File: src/hw/rtl/rtrd_pkg.sv
// rtrd_pkg: shared types and constants for the text run-length decoder
// transaction structs for the request, the internal event queue and the response queue
// no dependencies
`default_nettype none

package rtrd_pkg;

   localparam logic [7:0]  CHAR_SPACE = 8'd32;
   localparam logic [7:0]  CHAR_ZERO  = 8'd48;
   localparam logic [7:0]  CHAR_NINE  = 8'd57;
   localparam logic [16:0] NUM_LIMIT  = 17'd99999;
   localparam logic [3:0]  NUM_RADIX  = 4'd10;
   localparam logic [2:0]  COLOUR_LAST = 3'd5;

   localparam int EVQ_DEPTH = 2;
   localparam int RSPQ_DEPTH = 2;

   localparam logic KIND_HEADER = 1'b0;
   localparam logic KIND_RUN    = 1'b1;

   typedef struct packed {
      logic [7:0] char_code;
      logic       frame_start;
   } req_type;

   typedef struct packed {
      logic        kind;
      logic [16:0] first_value;
      logic [16:0] second_value;
      logic [7:0]  red;
      logic [7:0]  green;
      logic [7:0]  blue;
      logic [33:0] start_index;
      logic        overrun;
   } rsp_type;

   typedef struct packed {
      logic        kind;
      logic [16:0] first_value;
      logic [16:0] second_value;
      logic [23:0] colour;
   } event_type;

endpackage

`default_nettype wire

File: src/hw/rtl/rtrd_fifo.sv
// rtrd_fifo: small synchronous queue with push/full and pop/empty sides
// generic width and depth, no dependencies
`default_nettype none

module rtrd_fifo #(
   parameter int WIDTH = 8,
   parameter int DEPTH = 2
) (
   input  wire logic             clock,
   input  wire logic             reset,
   input  wire logic             push,
   output logic                  full,
   input  wire logic [WIDTH-1:0] wr_data,
   input  wire logic             pop,
   output logic                  empty,
   output logic [WIDTH-1:0]      rd_data
);

   localparam int PW = (DEPTH > 1) ? $clog2(DEPTH) : 1;
   localparam int CW = $clog2(DEPTH + 1);

   logic [WIDTH-1:0] mem_ff [DEPTH];
   logic [PW-1:0]    wr_ptr_ff, wr_ptr_in;
   logic [PW-1:0]    rd_ptr_ff, rd_ptr_in;
   logic [CW-1:0]    count_ff, count_in;
   logic             do_push, do_pop;

   assign full    = (count_ff == CW'(DEPTH));
   assign empty   = (count_ff == '0);
   assign do_push = push && !full;
   assign do_pop  = pop && !empty;
   assign rd_data = mem_ff[rd_ptr_ff];

   always_comb begin
      wr_ptr_in = wr_ptr_ff;
      rd_ptr_in = rd_ptr_ff;
      count_in  = count_ff;
      if (do_push) begin
         wr_ptr_in = (wr_ptr_ff == PW'(DEPTH - 1)) ? '0 : wr_ptr_ff + PW'(1);
      end
      if (do_pop) begin
         rd_ptr_in = (rd_ptr_ff == PW'(DEPTH - 1)) ? '0 : rd_ptr_ff + PW'(1);
      end
      if (do_push && !do_pop) begin
         count_in = count_ff + CW'(1);
      end else if (do_pop && !do_push) begin
         count_in = count_ff - CW'(1);
      end
   end

   always_ff @(posedge clock) begin
      if (reset) begin
         wr_ptr_ff <= '0;
         rd_ptr_ff <= '0;
         count_ff  <= '0;
      end else begin
         wr_ptr_ff <= wr_ptr_in;
         rd_ptr_ff <= rd_ptr_in;
         count_ff  <= count_in;
      end
   end

   always_ff @(posedge clock) begin
      if (do_push) begin
         mem_ff[wr_ptr_ff] <= wr_data;
      end
   end

endmodule

`default_nettype wire

File: src/hw/rtl/rtrd_front.sv
// rtrd_front: character parser, accumulates number fields and colour nibbles
// pushes header and run transactions into the event queue; uses rtrd_pkg
`default_nettype none

module rtrd_front #(
   parameter int MAX_DIGITS = 5
) (
   input  wire logic              clock,
   input  wire logic              reset,
   input  wire logic              accept,
   input  wire rtrd_pkg::req_type req_data,
   output logic                   ev_push,
   output rtrd_pkg::event_type    ev_data
);

   localparam int DCW = $clog2(MAX_DIGITS + 1);

   localparam logic [1:0] PH_WIDTH  = 2'd0;
   localparam logic [1:0] PH_HEIGHT = 2'd1;
   localparam logic [1:0] PH_COUNT  = 2'd2;
   localparam logic [1:0] PH_COLOUR = 2'd3;

   logic [1:0]     phase_ff, phase_in;
   logic [16:0]    acc_ff, acc_in;
   logic [DCW-1:0] cnt_ff, cnt_in;
   logic [2:0]     pos_ff, pos_in;
   logic [23:0]    colour_ff, colour_in;
   logic [16:0]    width_ff, width_in;

   logic [1:0]     ph;
   logic [16:0]    acc;
   logic [DCW-1:0] cnt;
   logic [2:0]     pos;
   logic [23:0]    colour;
   logic [16:0]    width;
   logic [7:0]     c;
   logic [7:0]     offset;
   logic           is_space, is_digit;
   logic [20:0]    acc_next;
   logic [16:0]    acc_num;
   logic [23:0]    colour_shift;

   assign c      = req_data.char_code;
   assign offset = c - rtrd_pkg::CHAR_ZERO;

   always_comb begin
      if (req_data.frame_start) begin
         ph     = PH_WIDTH;
         acc    = '0;
         cnt    = '0;
         pos    = '0;
         colour = '0;
         width  = '0;
      end else begin
         ph     = phase_ff;
         acc    = acc_ff;
         cnt    = cnt_ff;
         pos    = pos_ff;
         colour = colour_ff;
         width  = width_ff;
      end

      is_space = (c == rtrd_pkg::CHAR_SPACE);
      is_digit = c inside {[rtrd_pkg::CHAR_ZERO:rtrd_pkg::CHAR_NINE]};
      acc_next = 21'(acc) * 21'(rtrd_pkg::NUM_RADIX) + 21'(offset[3:0]);
      acc_num  = (acc_next > 21'(rtrd_pkg::NUM_LIMIT)) ? rtrd_pkg::NUM_LIMIT
                                                       : acc_next[16:0];
      colour_shift = {colour[19:0], offset[3:0]};

      phase_in  = ph;
      acc_in    = acc;
      cnt_in    = cnt;
      pos_in    = pos;
      colour_in = colour;
      width_in  = width;
      ev_push   = 1'b0;
      ev_data   = '0;

      case (ph)
         PH_WIDTH, PH_HEIGHT, PH_COUNT: begin
            if (is_space) begin
               acc_in = '0;
               cnt_in = '0;
               case (ph)
                  PH_WIDTH: begin
                     width_in = acc;
                     phase_in = PH_HEIGHT;
                  end
                  PH_HEIGHT: begin
                     phase_in             = PH_COUNT;
                     ev_push              = accept;
                     ev_data.kind         = rtrd_pkg::KIND_HEADER;
                     ev_data.first_value  = width;
                     ev_data.second_value = acc;
                  end
                  default: begin
                     acc_in    = acc;
                     pos_in    = '0;
                     colour_in = '0;
                     phase_in  = PH_COLOUR;
                  end
               endcase
            end else if (is_digit && (cnt < DCW'(MAX_DIGITS))) begin
               acc_in = acc_num;
               cnt_in = cnt + DCW'(1);
            end
         end
         default: begin
            if (pos == rtrd_pkg::COLOUR_LAST) begin
               ev_push             = accept;
               ev_data.kind        = rtrd_pkg::KIND_RUN;
               ev_data.first_value = acc;
               ev_data.colour      = colour_shift;
               acc_in              = '0;
               cnt_in              = '0;
               pos_in              = '0;
               colour_in           = '0;
               phase_in            = PH_COUNT;
            end else begin
               colour_in = colour_shift;
               pos_in    = pos + 3'd1;
            end
         end
      endcase
   end

   always_ff @(posedge clock) begin
      if (reset) begin
         phase_ff  <= PH_WIDTH;
         acc_ff    <= '0;
         cnt_ff    <= '0;
         pos_ff    <= '0;
         colour_ff <= '0;
         width_ff  <= '0;
      end else if (accept) begin
         phase_ff  <= phase_in;
         acc_ff    <= acc_in;
         cnt_ff    <= cnt_in;
         pos_ff    <= pos_in;
         colour_ff <= colour_in;
         width_ff  <= width_in;
      end
   end

endmodule

`default_nettype wire

File: src/hw/rtl/rtrd_back.sv
// rtrd_back: executes header and run transactions from the event queue
// tracks pixel total and next start index, builds responses; uses rtrd_pkg
`default_nettype none

module rtrd_back (
   input  wire logic                clock,
   input  wire logic                reset,
   input  wire logic                ev_valid,
   input  wire rtrd_pkg::event_type ev_data,
   input  wire logic                rsp_full,
   output logic                     ev_pop,
   output logic                     rsp_push,
   output rtrd_pkg::rsp_type        rsp_data
);

   logic [33:0] total_ff, total_in;
   logic [33:0] next_ff, next_in;
   logic [34:0] run_end;

   assign ev_pop   = ev_valid && !rsp_full;
   assign rsp_push = ev_pop;
   assign run_end  = {1'b0, next_ff} + 35'(ev_data.first_value);

   always_comb begin
      total_in = total_ff;
      next_in  = next_ff;
      rsp_data = '0;
      rsp_data.kind        = ev_data.kind;
      rsp_data.first_value = ev_data.first_value;
      if (ev_data.kind == rtrd_pkg::KIND_HEADER) begin
         rsp_data.second_value = ev_data.second_value;
         total_in = 34'(ev_data.first_value) * 34'(ev_data.second_value);
         next_in  = '0;
      end else begin
         rsp_data.red         = ev_data.colour[23:16];
         rsp_data.green       = ev_data.colour[15:8];
         rsp_data.blue        = ev_data.colour[7:0];
         rsp_data.start_index = next_ff;
         rsp_data.overrun     = (run_end > {1'b0, total_ff});
         next_in = run_end[34] ? '1 : run_end[33:0];
      end
   end

   always_ff @(posedge clock) begin
      if (reset) begin
         total_ff <= '0;
         next_ff  <= '0;
      end else if (ev_pop) begin
         total_ff <= total_in;
         next_ff  <= next_in;
      end
   end

endmodule

`default_nettype wire

File: src/hw/rtl/rle_text_run_decoder.sv
// rle_text_run_decoder: top level of the text run-length decoder
// parser front, event queue, executing back and response queue; uses rtrd_pkg
//
//   channel   ports                        handshake
//   request   push, full, req_data         accepted on push && !full
//   response  empty, pop, rsp_data         accepted on pop && !empty
//
// one character per cycle while full is low; a result reaches the response queue head
// by way of the event queue and the back once the character completing it is accepted
// full follows the two-entry event queue; the back stalls on a full response queue
// synchronous reset clears parser state, queue pointers, pixel total and index
`default_nettype none

module rle_text_run_decoder #(
   parameter int MAX_DIGITS = 5
) (
   input  wire logic              clock,
   input  wire logic              reset,
   input  wire logic              push,
   output logic                   full,
   input  wire rtrd_pkg::req_type req_data,
   output logic                   empty,
   input  wire logic              pop,
   output rtrd_pkg::rsp_type      rsp_data
);

   localparam int EVW  = $bits(rtrd_pkg::event_type);
   localparam int RSPW = $bits(rtrd_pkg::rsp_type);

   logic                accept;
   logic                ev_push, ev_pop, ev_full, ev_empty;
   rtrd_pkg::event_type ev_wr, ev_rd;
   logic                rsp_push, rsp_full;
   rtrd_pkg::rsp_type   rsp_wr;

   assign full   = ev_full;
   assign accept = push && !ev_full;

   rtrd_front #(
      .MAX_DIGITS(MAX_DIGITS)
   ) u_front (
      .clock   (clock),
      .reset   (reset),
      .accept  (accept),
      .req_data(req_data),
      .ev_push (ev_push),
      .ev_data (ev_wr)
   );

   rtrd_fifo #(
      .WIDTH(EVW),
      .DEPTH(rtrd_pkg::EVQ_DEPTH)
   ) u_evq (
      .clock  (clock),
      .reset  (reset),
      .push   (ev_push),
      .full   (ev_full),
      .wr_data(ev_wr),
      .pop    (ev_pop),
      .empty  (ev_empty),
      .rd_data(ev_rd)
   );

   rtrd_back u_back (
      .clock   (clock),
      .reset   (reset),
      .ev_valid(!ev_empty),
      .ev_data (ev_rd),
      .rsp_full(rsp_full),
      .ev_pop  (ev_pop),
      .rsp_push(rsp_push),
      .rsp_data(rsp_wr)
   );

   rtrd_fifo #(
      .WIDTH(RSPW),
      .DEPTH(rtrd_pkg::RSPQ_DEPTH)
   ) u_rspq (
      .clock  (clock),
      .reset  (reset),
      .push   (rsp_push),
      .full   (rsp_full),
      .wr_data(rsp_wr),
      .pop    (pop),
      .empty  (empty),
      .rd_data(rsp_data)
   );

endmodule

`default_nettype wire
File: config.mk
export PLATFORM = sky130hd
export DESIGN_NAME = rle_text_run_decoder
export DESIGN_NICKNAME = d
export VERILOG_FILES = /design/src/hw/rtl/rtrd_pkg.sv /design/src/hw/rtl/rtrd_fifo.sv /design/src/hw/rtl/rtrd_front.sv /design/src/hw/rtl/rtrd_back.sv /design/src/hw/rtl/rle_text_run_decoder.sv
export SDC_FILE = /design/constraint.sdc
export NUM_CORES = 1
export LEC_CHECK = 0
export BUFFER_PORTS_ARGS = -buffer_cell sky130_fd_sc_hd__buf_2
export CAP_MARGIN = 20
export CORE_MARGIN = 2
export CORE_UTILIZATION = 65
export DETAILED_ROUTE_END_ITERATION = 6
export PLACE_DENSITY = 0.86
export SYNTH_ARGS = -nofsm -noshare
export SYNTH_HDL_FRONTEND = slang
export SYNTH_SLANG_ARGS = --single-unit
File: constraint.sdc
create_clock -name clock -period 17.7 [get_ports clock]
set_input_delay 3.54 -clock clock [delete_from_list [all_inputs] [get_ports clock]]
set_output_delay 3.54 -clock clock [all_outputs]
set_load 0.01 [all_outputs]
# After elaboration in Yosys (flattened, before gate mapping)
# Memories as Yosys holds them, arrays and structs flattened. A register that Yosys moved wholly into a read port is not among the register bits.
# Cells that the tools add are included.
# word_totals
latch_bits	0
input_bits	13
ff_bits	142
memories	2
mem_bits_ro	0
wordCells	133
out_inout_bits	96
ramBits	306
# op_classes
div_mod_pow	0
reduce_logical	28
eq_ne	6
n_mul	2
shifts	0
magnitude_cmp	5
addsub	13
mux	62
bitwise_logic	1
# mem_list
memory	words	width	rd	rd_clocked_by_memory_dff	wr	line_no	rtl
u_rspq.mem_ff	2	94	1	1	1	rtrd_fifo.sv:22	logic [WIDTH-1:0] mem_ff [DEPTH];
u_evq.mem_ff	2	59	1	1	1	rtrd_fifo.sv:22	
# op_table
cell	n
$mux 17	13
$mux 24	7
$mux 34	3
$mux 59	1
$mux 18	2
$add 34x17->35	1
$gt 35x34->1	1
$mux 35	1
$mul 17x17->34	1
$mux 3	10
$add 21x4->21	1
$gt 21x17->1 const B	1
$mul 17x3->20 const B	1
$mux 1	16
$mux 2	8
$logic_and 1x1->1	12
$eq 8x6->1 const B	1
$ge 8x6->1 const B	1
$le 8x6->1 const B	1
$logic_not 1->1	8
$add 3x1->3 const B	2
$eq 2x2->1 const B	3
$logic_not 2->1	3
$add 1x1->1 const B	4
other kinds (12)	15

# Longest topological paths before layout
# Gate-level depths: netlist of the first run.
# depth
word_depth	11
mapped_depth	28
mapped_depth_nobuf	25

# Cells and area by module
# Synthesis of the first run repeated with hierarchy kept, for this count alone.
# hier_totals
hier_cells	2983
area_unflattened_um2	31187.4
# modules_own_cells
module	area_each_um2	cells_each	seq_area_each_um2	instances
rtrd_back	14797.9	1824	1361.3	1
rtrd_fifo at u_rspq	7011.7	317	5745.5	1
rtrd_front	4880.9	631	1241.2	1
rtrd_fifo at u_evq	4479.3	209	3643.5	1
rle_text_run_decoder	17.5	2	0.0	1

# Worst setup path after synthesis of the first run
# OpenSTA, ideal clock, no wires.
# synth_timing
path_kind	input to register
from	in req_data[8] (netlist bit)
to	mem u_evq.mem_ff[0][0] (netlist bit) (enable)
n_path_buf	1
t_required_ps	17224
setup_time_ps	476
t_arrival_ps	7087
slack_ps	10137
path_stages	6
path_cell_list	nor3b_1 > and4b_1 > and3_1 > clkbuf_1 > o21ai_0 > nor2_1
# synth_via
elab_chain_len	6
# synth_rtl
element	line_no	rtl
start: declaration	rle_text_run_decoder.sv:21	input wire rtrd_pkg::req_type req_data,
$eq 8x6->1	rtrd_front.sv:63	is_space = (c == rtrd_pkg::CHAR_SPACE);
$mux 1	rtrd_front.sv:81	if (is_space) begin
$mux 1	rtrd_front.sv:79	case (ph)
$logic_and 1x1->1	rtrd_fifo.sv:30	assign do_push = push && !full;
$mux 1	rtrd_fifo.sv:64	if (do_push) begin
$mux 1 (not written as such)	rtrd_fifo.sv:65	mem_ff[wr_ptr_ff] <= wr_data;
end: declaration	rtrd_fifo.sv:22	
# No other way between the ends.

==> results.ini, run 1 <==
[status]
status=finished, final reports clean

[synth]
synth_common_cells=368 x inv_1, 311 x nor2_1, 306 x edfxtp_1
synth_top_area_share_pct=30.4
async_reset_ff_share_pct=0
synth_top_family_by_area=adder cells
ys_seq_elements=446
synth_edf_count=306
seq_area_frac_synth_pct=39.7
postSynthCellCount=2906
yosys_most_used_dff=edfxtp_1
synth_fa_ha_area_share_pct=22.8
synth_xor_area_share_pct=2.57
synth.avg_cell_area_um2=10.4
netlist_area_mm2=0.0302
synth_nets=3334
synth_area_leaders=edfxtp_1 30%, fa_1 15%, dfxtp_1 9.3%
yosys.area.top_type=edfxtp_1
synth_compound_area_share_pct=9.43
ys_warn_count=0
synth-simple-area-share_pct=13.1
ys_types=85
synthMuxAreaShare_pct=6.22
yosysMostFrequentCell=inv_1

[timing]
period_share_pct=46.6
hold_ws_ns=0.459
worstMarginPinSlew_ns=1.19
finalHoldViolCount=0
maxSlewHeadroom_pct=18.6
period_needed_ns=8.25
setup_viol_count_final=0
grt_setup_unrepaired=no
skew_ns=0.0367
fin_setup_tns_ns=0
timing.fmax_ghz=0.121
drv_slew=0

[floorplan]
die_w_um=220
die_area_mm2=0.0482
initial_core_util_pct=66.3
pin_count=109
rows=78
core_mm2=0.0456
dieHeight_um=220

[grt]
overflow=0
grt_pass1_wl_um=120000
grt_max_degree=68
grt_pass1_vias=23400
track_usage_pct=32.3
antenna_found_initial=2

[route]
detail-route-antenna-nets=0
route.detailed.drc=0
met1_length_um=28100
routedWlPerCell_um=21.0
avgViaCountPerCell=6.19
wl_met3_um=6350
routed-wl-met2_um=37300
dr.first_iter.drc_count=1928
top_layer=met5
wl_um=75900
vias=22400
first_pass_iters=5

[layout]
fin_cells=3621
multi_input_area_mm2=0.0164
num-nets-final=3411
fill_cells=3126
fin_util_pct=72.1
drive_gt1_share_pct=11.8
seq_area_mm2=0.0120
area.growth.synth_to_final_pct=8.84

[cts]
cts.hold.buffers_added=0
insertion_delay_ns=0.61
cts_made_buffers=45
clockBufferDepth=3
cts_setup_buffers=0
cts.sink_count=446
path_clk_slew_ns=0.06
htreeDepth=2
cts_resized=0
cts_root_buf=clkbuf_16
cts_tree=done

[placement]
gp_congestion=0.952
dp_hpwl_um=53900
dp.cells=3532
place.port_buffers=108

[worst_setup_path]
arrival_ns=8.74
worstPathCellList=mux2i_1 -> inv_1 -> nand2_1 -> fa_1 -> inv_1 -> fa_1 -> inv_1 -> fa_1 -> inv_1 -> fa_1 -> fa_1 -> inv_1 -> fa_1 -> inv_1 -> ha_1 -> or2_2 -> a221o_1 -> o21ai_0 -> buf_4 -> o311ai_0 -> o41ai_1 -> xnor2_1 -> a22o_1
crit_fanout=35
cp_slowest_cell=mux2i_1
path_class=reg -> reg
slowest_delay_ns=1.03
required_ns=18.19
end_kind=register
cp-start-kind=register

[hold_path]
hp-class=reg -> reg

[flow_run]
maxCapViolCount=0

[critical path, delay by kind of cell, from the launching register on]
kind | cells | cell delay [ns]
fa+ha+maj | 7 | 3.24
compound gates | 5 | 1.28
buf+inv | 7 | 1.20
mux | 1 | 1.03
flops | 1 | 0.69
simple gates | 2 | 0.59
xor+xnor | 1 | 0.11
[placed cells by master (no fill, tap or decap), types with 24 or more instances in the layout]
master / instances
a22oi_1: 37
nand3_1: 26
dfxtp_1: 138
mux2_2: 109
fa_1: 227
mux2i_1: 64
a21o_1: 32
clkbuf_16: 45
nor3_1: 34
edfxtp_1: 306
ha_1: 188
xnor2_1: 50
o21ai_0: 94
nand2_1: 282
a22o_1: 24
buf_2: 107
and2_1: 72
buf_4: 40
inv_1: 368
nor2_1: 308
nor2b_1: 35
a21oi_1: 99
xor2_1: 35
[layout make-up]
| type | count | area share [%] |
|---|---|---|
| Timing Repair Buffer | 149 | 2.66 |
| Antenna cell | 1 | 0.00761 |
| Multi-Input combinational cell | 1969 | 49.9 |
| Clock inverter | 26 | 0.723 |
| Sequential cell | 446 | 36.5 |
| Inverter | 372 | 4.25 |
| Tap cell | 600 | 2.28 |
| Clock buffer | 58 | 3.70 |
[sequential cells by signal, summed over array words and instances, names as in the netlist, 3 cells and up, named ones only]
register / cells
u_back.total_ff: 34
u_back.next_ff: 34
u_front.colour_ff: 20
u_evq.mem_ff: 118
u_front.cnt_ff: 3
u_front.pos_ff: 3
u_front.acc_ff: 17
u_rspq.mem_ff: 188
u_front.width_ff: 17
[cell families (layout without fill, tap and decap cells)]
kind of cell / Yosys count / count (layout)
buf+inv: 491 / 605
other cells: 0 / 1
simple gates: 866 / 866
compound gates: 427 / 427
flops: 446 / 446
mux: 174 / 174
fa+ha+maj: 415 / 415
xor+xnor: 87 / 87
[worst paths after layout]
check                                         from                                to  slack [ns]  cells after the start
setup reg to reg                          register  u_back.total_ff[32]$_SDFFE_PP0P_        9.45                     23
setup / recovery                          register  u_back.total_ff[32]$_SDFFE_PP0P_        9.45                     23
hold reg to reg   u_back.total_ff[23]$_SDFFE_PP0P_  u_back.total_ff[23]$_SDFFE_PP0P_        0.46                      2
hold / removal    u_back.total_ff[23]$_SDFFE_PP0P_  u_back.total_ff[23]$_SDFFE_PP0P_        0.46                      2
[layer usage]
| layer | vias to the layer above | global-route usage [%] |
|---|---|---|
| met5 | - | 0 |
| met4 | 2 | 17.4 |
| met3 | 317 | 5.62 |
| met2 | 1148 | 55.2 |
| met1 | 11000 | 39.1 |
| li1 | 9988 | - |
[metrics by stage]
stage	instance area, µm²	setup slack [ns]
after global routing	32900	9.10
after floorplan	30200	10.14
final	32900	9.45
after global placement	31300	9.39
after detailed placement	31400	9.36
after CTS	32800	9.44
Power of run 1 is not shown: default switching activity piles up to over one toggle a cycle in this logic, so the estimate is an artifact.
==> run 2: changes to the inputs <==
CORE_UTILIZATION = 57   (was 65)
PLACE_DENSITY = 0.8   (was 0.86)
clock period = 7.45 ns   (was 17.7 ns; I/O delays follow)
==> run 2 against run 1 <==
The flow now finishes with violations (design-rule violations). Clock skew fell by 0.021 ns. Worst setup slack worse by 9.0 ns. Global-route usage is 3.4 points lower. Via count down 1.5%.
==> results.ini, run 2 (synthesis gave the netlist of run 1 again) <==
[grt]
grt_pass1_wl_um=123000  ; +1.8%
grt_pass1_vias=23100  ; -1.4%
antenna_found_initial=1  ; -1
overflow=0  ; unchanged
track_usage_pct=28.9  ; -3.4 points
grt_max_degree=75  ; +10%

[worst_setup_path]
arrival_ns=7.50  ; -1.24 ns
slowest_delay_ns=0.55  ; -0.48 ns
cp_top_family=adder cells
cp_slowest_cell=fa_1
end_kind=register
rr_worst_depth=24  ; +4.3%
crit_fanout=26  ; -26%
crit_top_cell=fa_1
cp-start-kind=register
path_class=reg -> reg
crit_buf_inv=6  ; -1
worstPathCellList=buf_12 -> mux2i_2 -> buf_4 -> nor2_1 -> fa_1 -> inv_1 -> fa_1 -> fa_1 -> fa_1 -> inv_1 -> fa_1 -> inv_1 -> fa_1 -> inv_1 -> ha_1 -> a21oi_1 -> nor2b_1 -> o21ai_0 -> nand2_1 -> o21ai_0 -> o311ai_0 -> o41ai_1 -> xnor2_1 -> a22o_1
required_ns=7.94  ; -10.25 ns
crit_cells=24  ; +4.3%

[placement]
dpl_cell_area_mm2=0.0319  ; +1.6%
dp_hpwl_um=57600  ; +6.8%
place.port_buffers=108  ; unchanged
gp_congestion=0.971  ; +2.0%

[layout]
final_cell_area_mm2=0.0335  ; +1.9%
antenna_cells=0  ; -1
fill_cells=4083  ; +31%
fin_util_pct=63.9  ; -8.3 points
area.growth.synth_to_final_pct=10.9
final_cell_mix=367 x inv_1, 308 x nor2_1, 306 x edfxtp_1
layout_commonest_cell=inv_1
top_regs=u_rspq.mem_ff (188), u_evq.mem_ff (118)
largest_reg_flops=188  ; unchanged
num-nets-final=3452  ; +1.2%
regMostFlops=u_rspq.mem_ff
drive_gt1_share_pct=13.1  ; +1.3 points

[timing]
period_share_pct=94.1  ; +48 points
timing.fmax_ghz=0.143  ; +18%
period_needed_ns=7.01  ; -1.23 ns
finalHoldViolCount=0  ; unchanged
skew_ns=0.0160  ; -0.0207 ns
fin_setup_tns_ns=0  ; unchanged
maxSlewHeadroom_pct=33.8  ; +15 points
worstMarginPinSlew_ns=0.992  ; -0.194 ns
grt_setup_unrepaired=no
drv_slew=0  ; unchanged
setup_viol_count_final=0  ; unchanged

[cts]
htreeDepth=2  ; unchanged
cts.hold.buffers_added=0  ; unchanged
cts.sink_count=446  ; unchanged
clockBufferDepth=3  ; unchanged
cts_root_buf=clkbuf_16
cts_tree=done
cts_made_buffers=47  ; +4.4%
path_clk_slew_ns=0.06  ; about the same
insertion_delay_ns=0.60  ; about the same

[floorplan]
die_area_mm2=0.0548  ; +14%
dieHeight_um=234  ; +6.7%
die_w_um=234  ; +6.7%
initial_core_util_pct=57.6  ; -8.7 points
core_mm2=0.0524  ; +15%
rows=84  ; +7.7%
pin_count=109  ; unchanged

[flow_run]
maxCapViolCount=0  ; unchanged

[route]
first_pass_iters=7  ; +2
wl_um=77200  ; +1.7%
route.detailed.drc=2  ; +2
detail-route-antenna-nets=0  ; unchanged
dr.first_iter.drc_count=1796  ; -6.8%
routedWlPerCell_um=20.6  ; -1.8%
avgViaCountPerCell=5.89  ; -4.9%
vias=22100  ; -1.5%

[hold_path]
hold-path-cell-count=2  ; unchanged
hp-class=reg -> reg

[status]
violations=design-rule violations
status=finished, violations left

run 2: area by class of cell:
type	instances	area [µm²]	share of cell area [%]
multi-input combinational	1969	16400	49.0
tap	688	861	2.57
clock buffer	56	1220	3.64
timing repair buffer	188	1210	3.60
clock inverter	32	414	1.24
inverter	372	1400	4.17
sequential	446	12000	35.8
run 2: what timing repair did:
item,4_1_cts,5_1_grt
gates resized for setup,0,2
endpoints found under the setup margin,0,2
buffers inserted,0,0
run 2: worst register-to-register path: stages, from the launching register on:
cell and delay, ns:
dfxtp_4 0.44, buf_12 0.23, mux2i_2 0.38, buf_4 0.26, nor2_1 0.10, fa_1 0.55
inv_1 0.07, fa_1 0.44, fa_1 0.47, fa_1 0.51, inv_1 0.06, fa_1 0.54
inv_1 0.06, fa_1 0.54, inv_1 0.05, ha_1 0.35, a21oi_1 0.15, nor2b_1 0.06
o21ai_0 0.13, nand2_1 0.12, o21ai_0 0.37, o311ai_0 0.29, o41ai_1 0.42, xnor2_1 0.11
a22o_1 0.20
run 2: worst paths after layout:
| path | slack [ns] | startpoint | end |
|---|---|---|---|
| setup / recovery | 0.44 | register | u_back.total_ff[32]$_SDFFE_PP0P_ |
| hold / removal | 0.45 | u_back.total_ff[29]$_SDFFE_PP0P_ | u_back.total_ff[29]$_SDFFE_PP0P_ |
| setup reg to reg | 0.44 | register | u_back.total_ff[32]$_SDFFE_PP0P_ |
| hold reg to reg | 0.45 | u_back.total_ff[29]$_SDFFE_PP0P_ | u_back.total_ff[29]$_SDFFE_PP0P_ |
run 2: per-layer routing:
metal  GRT usage [%]  routed length [µm]  part of all wire [%]
met1            35.8               30200                    39
met2            49.6               38100                    49
met3            3.54                4750                   6.1
met4            14.8                4180                   5.4
met5               0                   0                     0
run 2: per-stage QoR:
stage	std cells	setup WS, ns	hold slack [ns]
3_5_place_dp	3663	0.411	0.445
3_3_place_gp	3663	0.561	0.445
5_1_grt	3751	0.0283	0.463
2_1_floorplan	2906	0.0697	0.430
4_1_cts	3751	0.354	0.454
6_report	3751	0.438	0.453
Power of run 2 is left out for the same reason.
